<file path="src/kt_pkg.sv">
// Shared types and constants for the keyed table block.
package kt_pkg;

  localparam int WORD_W      = 64;
  localparam int QTY_W       = 32;
  localparam int SLOT_W      = 4;
  localparam int MAX_RESULTS = 16;
  localparam int NAME_IO     = 4;
  localparam int KIND_IO     = 3;
  localparam int EXT_W       = 8;

  typedef enum logic [1:0] {
    MODE_INSERT = 2'd0,
    MODE_REMOVE = 2'd1,
    MODE_SEARCH = 2'd2,
    MODE_LIST   = 2'd3
  } mode_t;

  typedef enum logic [1:0] {
    STAT_OK        = 2'd0,
    STAT_FULL      = 2'd1,
    STAT_EMPTY     = 2'd2,
    STAT_NOT_FOUND = 2'd3
  } status_t;

  typedef enum logic [1:0] {
    ST_IDLE,
    ST_MATCH,
    ST_RESP,
    ST_LIST
  } state_t;

  // Per-cell update select; at most one bit is set in a cycle
  typedef struct packed {
    logic load;
    logic shift;
    logic wrap;
  } cell_ctl_t;

endpackage

</file>
<file path="src/kt_canon.sv">
// String normalizer: clears every byte after the first zero byte.
module kt_canon
  import kt_pkg::*;
#(
  parameter int WORDS = 4
) (
  input  logic [WORDS*WORD_W-1:0] raw,
  output logic [WORDS*WORD_W-1:0] canon
);

  localparam int NB = WORDS * 8;

  logic [NB-1:0] zero;
  logic [NB-1:0] first;
  logic [NB-1:0] after;

  // Zero flags in string order: byte 0 is the top byte of word 0
  always_comb begin
    for (int j = 0; j < NB; j++) begin
      zero[j] = (raw[(j / 8) * WORD_W + 56 - 8 * (j % 8) +: 8] == 8'd0);
    end
  end

  // Lowest set flag, then every position above it
  assign first = zero & (~zero + NB'(1));
  assign after = (~first + NB'(1)) & ~first;

  always_comb begin
    canon = raw;
    for (int j = 0; j < NB; j++) begin
      if (after[j]) begin
        canon[(j / 8) * WORD_W + 56 - 8 * (j % 8) +: 8] = 8'd0;
      end
    end
  end

endmodule

</file>
<file path="config.mk">
export PLATFORM = sky130hd
export DESIGN_NAME = kt_canon
export DESIGN_NICKNAME = d
export VERILOG_FILES = /design/src/kt_pkg.sv /design/src/kt_canon.sv
export SDC_FILE = /design/constraint.sdc
export NUM_CORES = 1
export LEC_CHECK = 0
export ABC_AREA = 1
export CAP_MARGIN = 20
export CORE_AREA = 8 8 193 195
export DETAILED_ROUTE_END_ITERATION = 10
export DIE_AREA = 0 0 201 203
export DONT_BUFFER_PORTS = 1
export GPL_TIMING_DRIVEN = 0
export PLACE_DENSITY_LB_ADDON = 0.1
export SETUP_SLACK_MARGIN = 0.5
export SYNTH_ARGS = -nofsm -noshare
export SYNTH_HDL_FRONTEND = slang
export SYNTH_SLANG_ARGS = --single-unit
</file>
<file path="constraint.sdc">
create_clock -name vclk -period 4
set_input_delay 0.6 -clock vclk [all_inputs]
set_output_delay 0.6 -clock vclk [all_outputs]
set_load 0.05 [all_outputs]
</file>
Word level (Yosys, flattened, before mapping)
Cells that the tools add are included.
{"block": "op_classes", "multipliers": 0, "muxes": 32, "eq_ne": 0, "n_reduce_logical": 32, "n_shift": 0, "div_mod_pow": 0, "magnitude_cmp": 0, "addsub": 2, "bitwise_logic": 4}
{"op": "8-bit logical NOT", "n": 32}
{"op": "8-bit 2-to-1 mux", "n": 32}
{"op": "32-bit by 1-bit adder with 32-bit output, second input constant", "n": 2}
{"op": "32-bit bitwise AND", "n": 2}
{"op": "32-bit NOT", "n": 2}
{"block": "word_totals", "romBits": 0, "ramBits": 0, "output_inout_bits": 256, "mem_count": 0, "inputBits": 256, "latchBits": 0, "regBits": 0}

Longest topological paths before layout
{"block": "depth", "depth_word": 8, "mapped_depth": 11, "mapped_depth_nobuf": 10}

Worst setup path before layout
No wires, ideal clock.
{"block": "synth_timing", "kind": "input to output", "from": "input raw[61]", "to": "output canon[173]", "stages": 9, "n_path_buf": 1, "path_slack_ps": 976, "t_arrival_ps": 2424, "path_cell_list": "nor2_1 nand2_2 inv_2 nand2_4 nand2_8 nor2_8 nand3_2 buf_2 nor3_1"}
{"block": "synth_between", "elab_chain_cells": 8}
{"element": "start, declared", "line": "kt_canon.sv:7", "source": "input logic [WORDS*WORD_W-1:0] raw,"}
{"element": "8-bit logical NOT *", "line": "kt_canon.sv:20", "source": "zero[j] = (raw[(j / 8) * WORD_W + 56 - 8 * (j % 8) +: 8] == 8'd0);"}
{"element": "32-bit NOT", "line": "kt_canon.sv:25", "source": "assign first = zero & (~zero + NB'(1));"}
{"element": "32-bit by 1-bit adder with 32-bit output", "line": "kt_canon.sv:25"}
{"element": "32-bit bitwise AND *", "line": "kt_canon.sv:25"}
{"element": "32-bit NOT *", "line": "kt_canon.sv:26", "source": "assign after = (~first + NB'(1)) & ~first;"}
{"element": "32-bit by 1-bit adder with 32-bit output", "line": "kt_canon.sv:26"}
{"element": "32-bit bitwise AND *", "line": "kt_canon.sv:26"}
{"element": "8-bit 2-to-1 mux *", "line": "kt_canon.sv:31", "source": "if (after[j]) begin"}
{"element": "end, declared", "line": "kt_canon.sv:8", "source": "output logic [WORDS*WORD_W-1:0] canon"}
Mark *: on every way between the ends. The rest lies on a longest branch, timed or not.

Worst setup path in the final report
{"block": "layout_timing", "from": "input raw[75]", "to": "output canon[238]"}
The elaborated chain is that of the path after synthesis.

==> results.toml <==
[run_status]
status = "complete, no violations"

[clock_tree]
post-cts-setup-buffer-count = 0
post_cts_hold_buffer_count = 0

[pwr]
p_leak_nw = 3.09
p_per_area_mw_per_mm2 = 231
largest_vdd_supply_drop_uv = 70.5
p_total_mw = 1.05

[timing]
setup_ws_ns = 0.510
hold-worst-slack_ns = 1.36
finalHoldViolations = 0
slew_violations = 0
worst-slew-pin-transition_ns = 1.05
setup_total_negative_slack_ns = 0
post-route-period-util = 0.872
final_period_minus_worst_setup_slack_ns = 3.49
max_freq_mhz = 287
slew-limit-headroom = 0.300
grt_setup_unrepaired = "yes"
setup_viol = 0

[logic_synthesis]
yosys.area.top_type_share = 0.387
synth.lib_cells_used.distinct = 19
number_of_warning_messages_in_the_yosys_log = 0
netlist.top_cell.by_area = "nor2_1"
syn_area_per_cell_sq_um = 4.03
synthCells = 924
ys_seq_area_frac = 0
netlist_top_cells_area = "nor2_1 (39%), inv_1 (28%), nand2_1 (18%), nor2_2 (2.3%), nand2_2 (1.7%)"
synth_area_sq_mm = 0.00373
mappedNetlistNets = 1180

[grt]
groute.layer.met1.usage = 0.112
met2_usage = 0.207
number_of_global_route_vias_before_repair = 5204
grt_first_pass_wirelength_mm = 33.4
maximum_number_of_pins_on_one_net_before_global_route_repair = 11
grt_antenna_before_repair = 0
grtUsageTotal = 0.106
grt_busiest_layer = "met2"
grtUsageMet3 = 0.0303
grt_overflow = 0

[final_layout]
layout.cells.most_common = "nor2_1"
area.sequential_sq_um = 0
clock_buffer_count = 0
antenna_cells = 0
seq_cells = 0
final_layout_size_suffix_gt1_frac = 0.135
layout.cells.most_common_list = "nor2_1 (325), inv_1 (280), nand2_1 (179)"
final_nets = 1182
area_growth_syn_to_layout_pct = 22.1
final_core_util = 0.133

[floorplan]
boundaryPins = 512
std_cell_rows = 68
die-area_sq_mm = 0.0408
die_w_um = 201
floorplan.initialDensity = 0.109
floorplan_core_area_sq_mm = 0.0341
chipHeight_um = 203

[setup_path]
crit_required_ns = 3.40
worstSetupPathType = "in2out"
crit_buf_inv = 1
worst-path-max-fanout = 9
cp-start-kind = "primary input"
critical_path.slowest_cell = "nor2_1"
arrival_ns = 2.89
cpLargestDelayFamily = "simple AND/OR/NAND/NOR gates"
end_kind = "primary output"
worst_path_largest_cell_delay_ns = 0.73
critical_path.cell_chain = "inv_1, nand2_1, nor2_1, nand2_1, nand2_1, nor2_1, nand2_1, nor2_1, nand2_2, nor2_1"

[placement]
routabilityCongestion = 0.748
dp_hpwl_mm = 22.8
pre_cts_ws_ns = 0.311
buffer_ports.inserted = 0

[drt]
route.antenna.remaining_nets = 0
drt-vias-per-instance = 3.56
drc = 0
routed_wirelength_mm = 24.2
drt_iter0_drcs = 173
drt_first_pass_iters = 4
post_drt_wl_per_cell_um = 17.5
via_count = 4903

[job]
drv.max_cap_violation_count = 0

[worst_hold_path]
worstHoldPathType = "in2out"
## kinds of logic after synthesis
kind of cell | share of synthesized area
buffers and inverters | 0.315
and+or+nand+nor | 0.685
## what timing repair did
| action | CTS | global route |
|---|---|---|
| setup endpoints to repair | 50 | 73 |
| resized for setup | 31 | 42 |
| pin swaps | 0 | 0 |
## per-layer routing
layer / share of wire / vias to the layer above
li1: - / 2509
met1: 0.37 / 2081
met2: 0.53 / 294
met3: 0.085 / 19
met4: 0.021 / 0
met5: 0 / -
## cells in the mapped netlist
master,n
nor3_1,8
nand3_1,11
buf_2,1
nand2_1,180
nand4_1,4
nor2_4,4
nor2_8,1
nand3_4,1
inv_2,8
buf_6,2
nand2_8,1
nand2_4,3
nor2_2,14
clkinv_2,1
inv_1,280
nor2_1,384
nand3_2,3
nand2_2,10
buf_4,8
## worst paths after layout
path / slack [ns] / endpoint / cells after the start / startpoint
worst min-delay path: 1.36 / canon[165] / 2 / raw[165]
worst max-delay path: 0.51 / canon[238] / 10 / raw[75]
## where the power goes
group | leakage (nW) | switching [mW] | total (mW) | internal, mW
Sequential | 0 | 0 | 0 | 0
Clock | 0 | 0 | 0 | 0
Combinational | 3.09 | 0.934 | 1.05 | 0.117
Total | 3.09 | 0.934 | 1.05 | 0.117
## per-stage QoR
stage          area [sq um]  std cells
2_1_floorplan          3730        924
3_3_place_gp           4300       1379
3_5_place_dp           4340       1379
4_1_cts                4410       1379
5_1_grt                4550       1379
6_report               4550       1379
## cell type report
type / instances / area (sq um)
Tap cell: 455 / 569
Inverter: 289 / 1090
Multi-Input combinational cell: 624 / 2810
Fill cell: 4140 / 29600
Buffer: 11 / 87.6
(Power assumes the default switching activity.)
