[config.mk]
export PLATFORM = sky130hd
export DESIGN_NAME = kt_cell
export DESIGN_NICKNAME = d
export VERILOG_FILES = /design/src/kt_pkg.sv /design/src/kt_cell.sv
export SDC_FILE = /design/constraint.sdc
export NUM_CORES = 1
export LEC_CHECK = 0
export ABC_AREA = 1
export BUFFER_PORTS_ARGS = -buffer_cell sky130_fd_sc_hd__buf_2
export CORE_AREA = 2 2 746 748
export CTS_CLUSTER_SIZE = 28
export DETAILED_ROUTE_END_ITERATION = 12
export DIE_AREA = 0 0 748 750
export GPL_TIMING_DRIVEN = 0
export PLACE_DENSITY = 0.3
export SYNTH_ARGS = -nofsm -noshare
export SYNTH_HDL_FRONTEND = slang
export SYNTH_SLANG_ARGS = --single-unit
[constraint.sdc]
create_clock -name clk -period 17.57 [get_ports clk]
set_input_delay 3.514 -clock clk [delete_from_list [all_inputs] [get_ports clk]]
set_output_delay 3.514 -clock clk [all_outputs]
set_load 0.02 [all_outputs]
[src/kt_pkg.sv]
// Shared types and constants for the keyed table block.
package kt_pkg;

  localparam int WORD_W      = 64;
  localparam int QTY_W       = 32;
  localparam int SLOT_W      = 4;
  localparam int MAX_RESULTS = 16;
  localparam int NAME_IO     = 4;
  localparam int KIND_IO     = 3;
  localparam int EXT_W       = 8;

  typedef enum logic [1:0] {
    MODE_INSERT = 2'd0,
    MODE_REMOVE = 2'd1,
    MODE_SEARCH = 2'd2,
    MODE_LIST   = 2'd3
  } mode_t;

  typedef enum logic [1:0] {
    STAT_OK        = 2'd0,
    STAT_FULL      = 2'd1,
    STAT_EMPTY     = 2'd2,
    STAT_NOT_FOUND = 2'd3
  } status_t;

  typedef enum logic [1:0] {
    ST_IDLE,
    ST_MATCH,
    ST_RESP,
    ST_LIST
  } state_t;

  // Per-cell update select; at most one bit is set in a cycle
  typedef struct packed {
    logic load;
    logic shift;
    logic wrap;
  } cell_ctl_t;

endpackage

[src/kt_cell.sv]
// One table slot: holds an entry, compares its name, loads, takes a neighbor or the head.
module kt_cell
  import kt_pkg::*;
#(
  parameter int NAME_WORDS = 4,
  parameter int KIND_WORDS = 3
) (
  input  logic                         clk,
  input  cell_ctl_t                    ctl,
  input  logic [NAME_WORDS*WORD_W-1:0] key,
  input  logic [KIND_WORDS*WORD_W-1:0] load_kind,
  input  logic signed [QTY_W-1:0]      load_qty,
  input  logic [NAME_WORDS*WORD_W-1:0] nxt_name,
  input  logic [KIND_WORDS*WORD_W-1:0] nxt_kind,
  input  logic signed [QTY_W-1:0]      nxt_qty,
  input  logic [NAME_WORDS*WORD_W-1:0] head_name,
  input  logic [KIND_WORDS*WORD_W-1:0] head_kind,
  input  logic signed [QTY_W-1:0]      head_qty,
  output logic [NAME_WORDS*WORD_W-1:0] name,
  output logic [KIND_WORDS*WORD_W-1:0] kind,
  output logic signed [QTY_W-1:0]      qty,
  output logic                         hit
);

  // Entry storage: new entry, neighbor above, or wrapped head
  always_ff @(posedge clk) begin
    priority if (ctl.load) begin
      name <= key;
      kind <= load_kind;
      qty  <= load_qty;
    end else if (ctl.shift) begin
      name <= nxt_name;
      kind <= nxt_kind;
      qty  <= nxt_qty;
    end else if (ctl.wrap) begin
      name <= head_name;
      kind <= head_kind;
      qty  <= head_qty;
    end
  end

  assign hit = (name == key);

endmodule

---- Word-level counts from Yosys, hierarchy flattened ----
Index checks and enable logic that the tools add are counted.
Widths: inputs -> output; s select.
storage, ports and cells
  memory bits (read-only) ................. 0
  flip-flop bits (word level) ............. 480
  memories kept ........................... 0
  output and inout bits ................... 481
  bits in writable memories ............... 0
  latch bits .............................. 0
  input bits .............................. 1444
  logic and storage cells ................. 14
cells by class
  multiply operators ...................... 0
  reductions and logical operators ........ 1
  bitwise operators ....................... 0
  magnitude comparators ................... 0
  muxes and demuxes ....................... 9
  shift-type cells ........................ 0
  div/mod/pow operators ................... 0
  add/subtract/negate cells ............... 0
  equal/unequal tests ..................... 1
operators by type and width
  cell               number
  $mux 256           3
  $mux 192           3
  $eq 256x256->1     1
  $mux 32            3
  $reduce_bool 3->1  1

---- Longest topological paths before layout ----
  word-level depth ........................ 3
  mapped depth ............................ 11
  mapped depth without buffers ............ 11

---- Worst setup path before layout ----
Ideal clock, no wire load.
  path type ............................... input -> register
  start point ............................. input port ctl[2] (netlist name)
  end point ............................... register kind[0], enable pin
  setup time .............................. 3.480 ns
  required time ........................... 14.090 ns
  buffers on the path ..................... 3
  cell stages on the path ................. 5
  setup slack ............................. 2.209 ns
  data arrival time ....................... 11.881 ns
  cell sequence ........................... buf_4 > inv_2 > buf_2 > buf_2 > nand2_1
on the way
  cells in the longest elaborated chain, start to end .. 1
ends and longest elaborated chain
  what                                RTL line       source
  start, declared                     kt_cell.sv:9   input cell_ctl_t ctl,
  $reduce_bool 3->1 (no source line)  n/a
  end signal, assigned                kt_cell.sv:29  kind <= load_kind;
  end signal, assigned                kt_cell.sv:33  kind <= nxt_kind;
  end signal, assigned                kt_cell.sv:37  kind <= head_kind;
  end, declared                       kt_cell.sv:20  output logic [KIND_WORDS*WORD_W-1:0] kind,
No other way between the ends.
A chain may end at the register's enable or synchronous reset.

---- Worst setup path after layout ----
  start point ............................. input port key[145]
  end point ............................... output port hit
on the way
  cells in the longest elaborated chain, start to end .. 1
ends and longest elaborated chain
  what             RTL line       source
  start, declared  kt_cell.sv:10  input logic [NAME_WORDS*WORD_W-1:0] key,
  $eq 256x256->1   kt_cell.sv:42  assign hit = (name == key);
  end, declared    kt_cell.sv:22  output logic hit
No other way between the ends.

==> flow_summary.yaml <==
clocking:
  cts_inserted_buffers: 91
  clkSlewWorstSetupHoldPaths_ns: 0.06
  numClockSinks: 480
  cts_tree: "built"
  cts_setup_buffers: 0
  root_buffer: "clkbuf_16"
  htreeDepth: 3
  ctsHoldBuffers: 0
  cts_resized: 0
  cts_buffer_depth: 4
floorplanning:
  dieArea_um2: 561000
  core_um2: 554000
  boundaryPins: 1925
  dieHeight_um: 750
  num_rows: 274
  initial_core_util_pct: 4.97
  dieWidth_um: 748
route:
  drt_first_pass_iters: 5
  wire_per_inst_um: 40.4
  vias: 37600
  antenna_left: 1
  routed_via_density: 2.91
  drt_wl_total_mm: 523
  drcViolationCount: 0
  drt_iter0_drc: 3324
placed_design:
  gpl.final_weighted_congestion: 0.998
  place_hpwl_mm: 477
  portBuffers: 1922
global_routing:
  grt_pass1_vias: 35500
  grt.total_usage_pct: 17.8
  gr-total-overflow: 0
  antenna_found_initial: 597
  grt_pass1_wl_mm: 598
  grt_max_degree: 55
critical_path:
  cp_max_fo: 2
  crit_type: "input port to primary output"
  critPathMostFrequentCell: "nand2_1"
  cp-end-kind: "primary output"
  critPathMaxStageDelay_ns: 0.89
  cp_cell_sequence: "buf_2 > inv_1 > nand2_1 > nand2_1 > nand2_1 > nor2_1 > nand2_1 > nor2_1 > nand2_1 > nor2_1 > nand2_1 > nor2_1 > buf_2"
  critPathRequiredTime_ns: 14.06
  cp.arrival_ns: 6.51
  critPathSlowestCell: "nor2_1"
  critPathLaunchType: "input port"
yosys:
  synth.distinct_cells: 14
  synth_area_leader_cell: "edfxtp_1"
  ys_ff_latch: 480
  yosysTopAreaCellShare_pct: 52.3
  mappedNetlistArea_um2: 27500
  synth-edff-count: 480
  synth.most_common_cell: "a21oi_1"
  seq_area_frac_synth_pct: 52.3
  synthArstFlopShare_pct: 0
  yosys_most_used_dff: "edfxtp_1"
  syn_inst: 3251
  syn_nets: 4695
  synth_area_leaders: "edfxtp_1 52%, a21oi_1 17%, nand2_1 11%"
  synthTopCellsByCount: "919 x a21oi_1, 774 x nand2_1, 525 x nor2_1, 480 x edfxtp_1, 215 x xnor2_1"
  yosys_warnings: 0
  syn_avg_cell_area_um2: 8.47
timing:
  slew_headroom_pct: 0.144
  tightest_slew_ns: 1.49
  whs_ns: 2.98
  period_share_pct: 57.0
  rsz0062_at_grt: "false"
  slew_viol_final: 0
  fmax_ghz: 0.0998
  setup_viol_count_final: 0
  finalSetupTns_ns: 0
  period_needed_ns: 10.02
  hold_violations: 0
cells_and_area:
  fillers: 65400
  utilization_pct: 9.10
  fin_nets: 6732
  drive_gt1_share_pct: 42.3
  area_growth_pct: 83.1
hold_path:
  hp-class: "input port to register"
run_status:
  violations: "antenna violations, max-capacitance violations"
  status: "finished, violations left"
power_and_ir_drop:
  irDropWorstVdd_mv: 0.0753
  p_per_area_nw_per_um2: 97.6
  p_leak_nw: 20.0
job:
  cap_violations: 1
==> kinds of logic (layout without fill, tap and decap cells) <==
| group | Yosys count | after routing | synth area share [%] |
|---|---|---|---|
| flops | 480 | 480 | 52.3 |
| other cells | 0 | 267 | 0 |
| simple gates | 1299 | 1299 | 17.7 |
| compound gates | 960 | 960 | 17.8 |
| buf+inv | 297 | 2402 | 5.31 |
| xor+xnor | 215 | 215 | 6.84 |
==> layer usage <==
layer  wire length (µm)  vias up  track usage (%)
met4              24200      322             6.25
met1             204000    17900             20.8
met3              62500     1101             8.55
met2             230000     2785             28.4
met5               2100        -                0
li1                   -    15500                -
==> path summary, 6_finish.rpt <==
check,from,end,depth (start not counted)
worst max-delay path,key[145],hit,13
worst min-delay path,load_kind[82],kind[82]$_DFFE_PP_,3
==> layout by cell type, fill, tap and decap left out, drive strengths merged <==
cell,count
edfxtp,480
xnor2,215
clkbuf,144
bufinv,8
clkinvlp,3
nand2,774
nor2,525
buf,2123
clkinv,37
a22oi,41
a21oi,919
inv,87
diode,267
==> cell type report <==
type	instances	area (µm²)	area share (%)
Timing Repair Buffer	1944	10100	20.0
Clock inverter	51	493	0.978
Tap cell	7314	9150	18.1
Buffer	213	1150	2.28
Inverter	84	315	0.625
Sequential cell	480	14400	28.6
Multi-Input combinational cell	2474	11800	23.3
Clock buffer	110	2370	4.70
Antenna cell	267	668	1.33
==> stage by stage <==
step           power, W  instance area, µm²  cells  worst slack, ns
3_3_place_gp    0.00313               46300  12500           -12.69
2_1_floorplan   0.00200               27500   3251             2.21
4_1_cts         0.00509               49800  12700             7.03
3_5_place_dp    0.00311               46900  12500             7.03
6_report        0.00492               50400  12900             7.55
5_1_grt         0.00512               50100  12800             7.03
==> power by group <==
part | internal, W | switching [W] | total (W)
sequential | 0.00142 | 0.0000986 | 0.00152
combinational | 0.000374 | 0.00113 | 0.00150
clock | 0.00107 | 0.000830 | 0.00190
==> flip-flops by register name, summed over array words and instances, names as in the netlist <==
name  flops
qty      32
kind    192
name    256
==> critical path, delay by kind of cell <==
family / cells / cell delay (ns)
and+or+nand+nor: 10 / 2.56
buffers and inverters: 3 / 0.40
(Power assumes the default switching activity.)
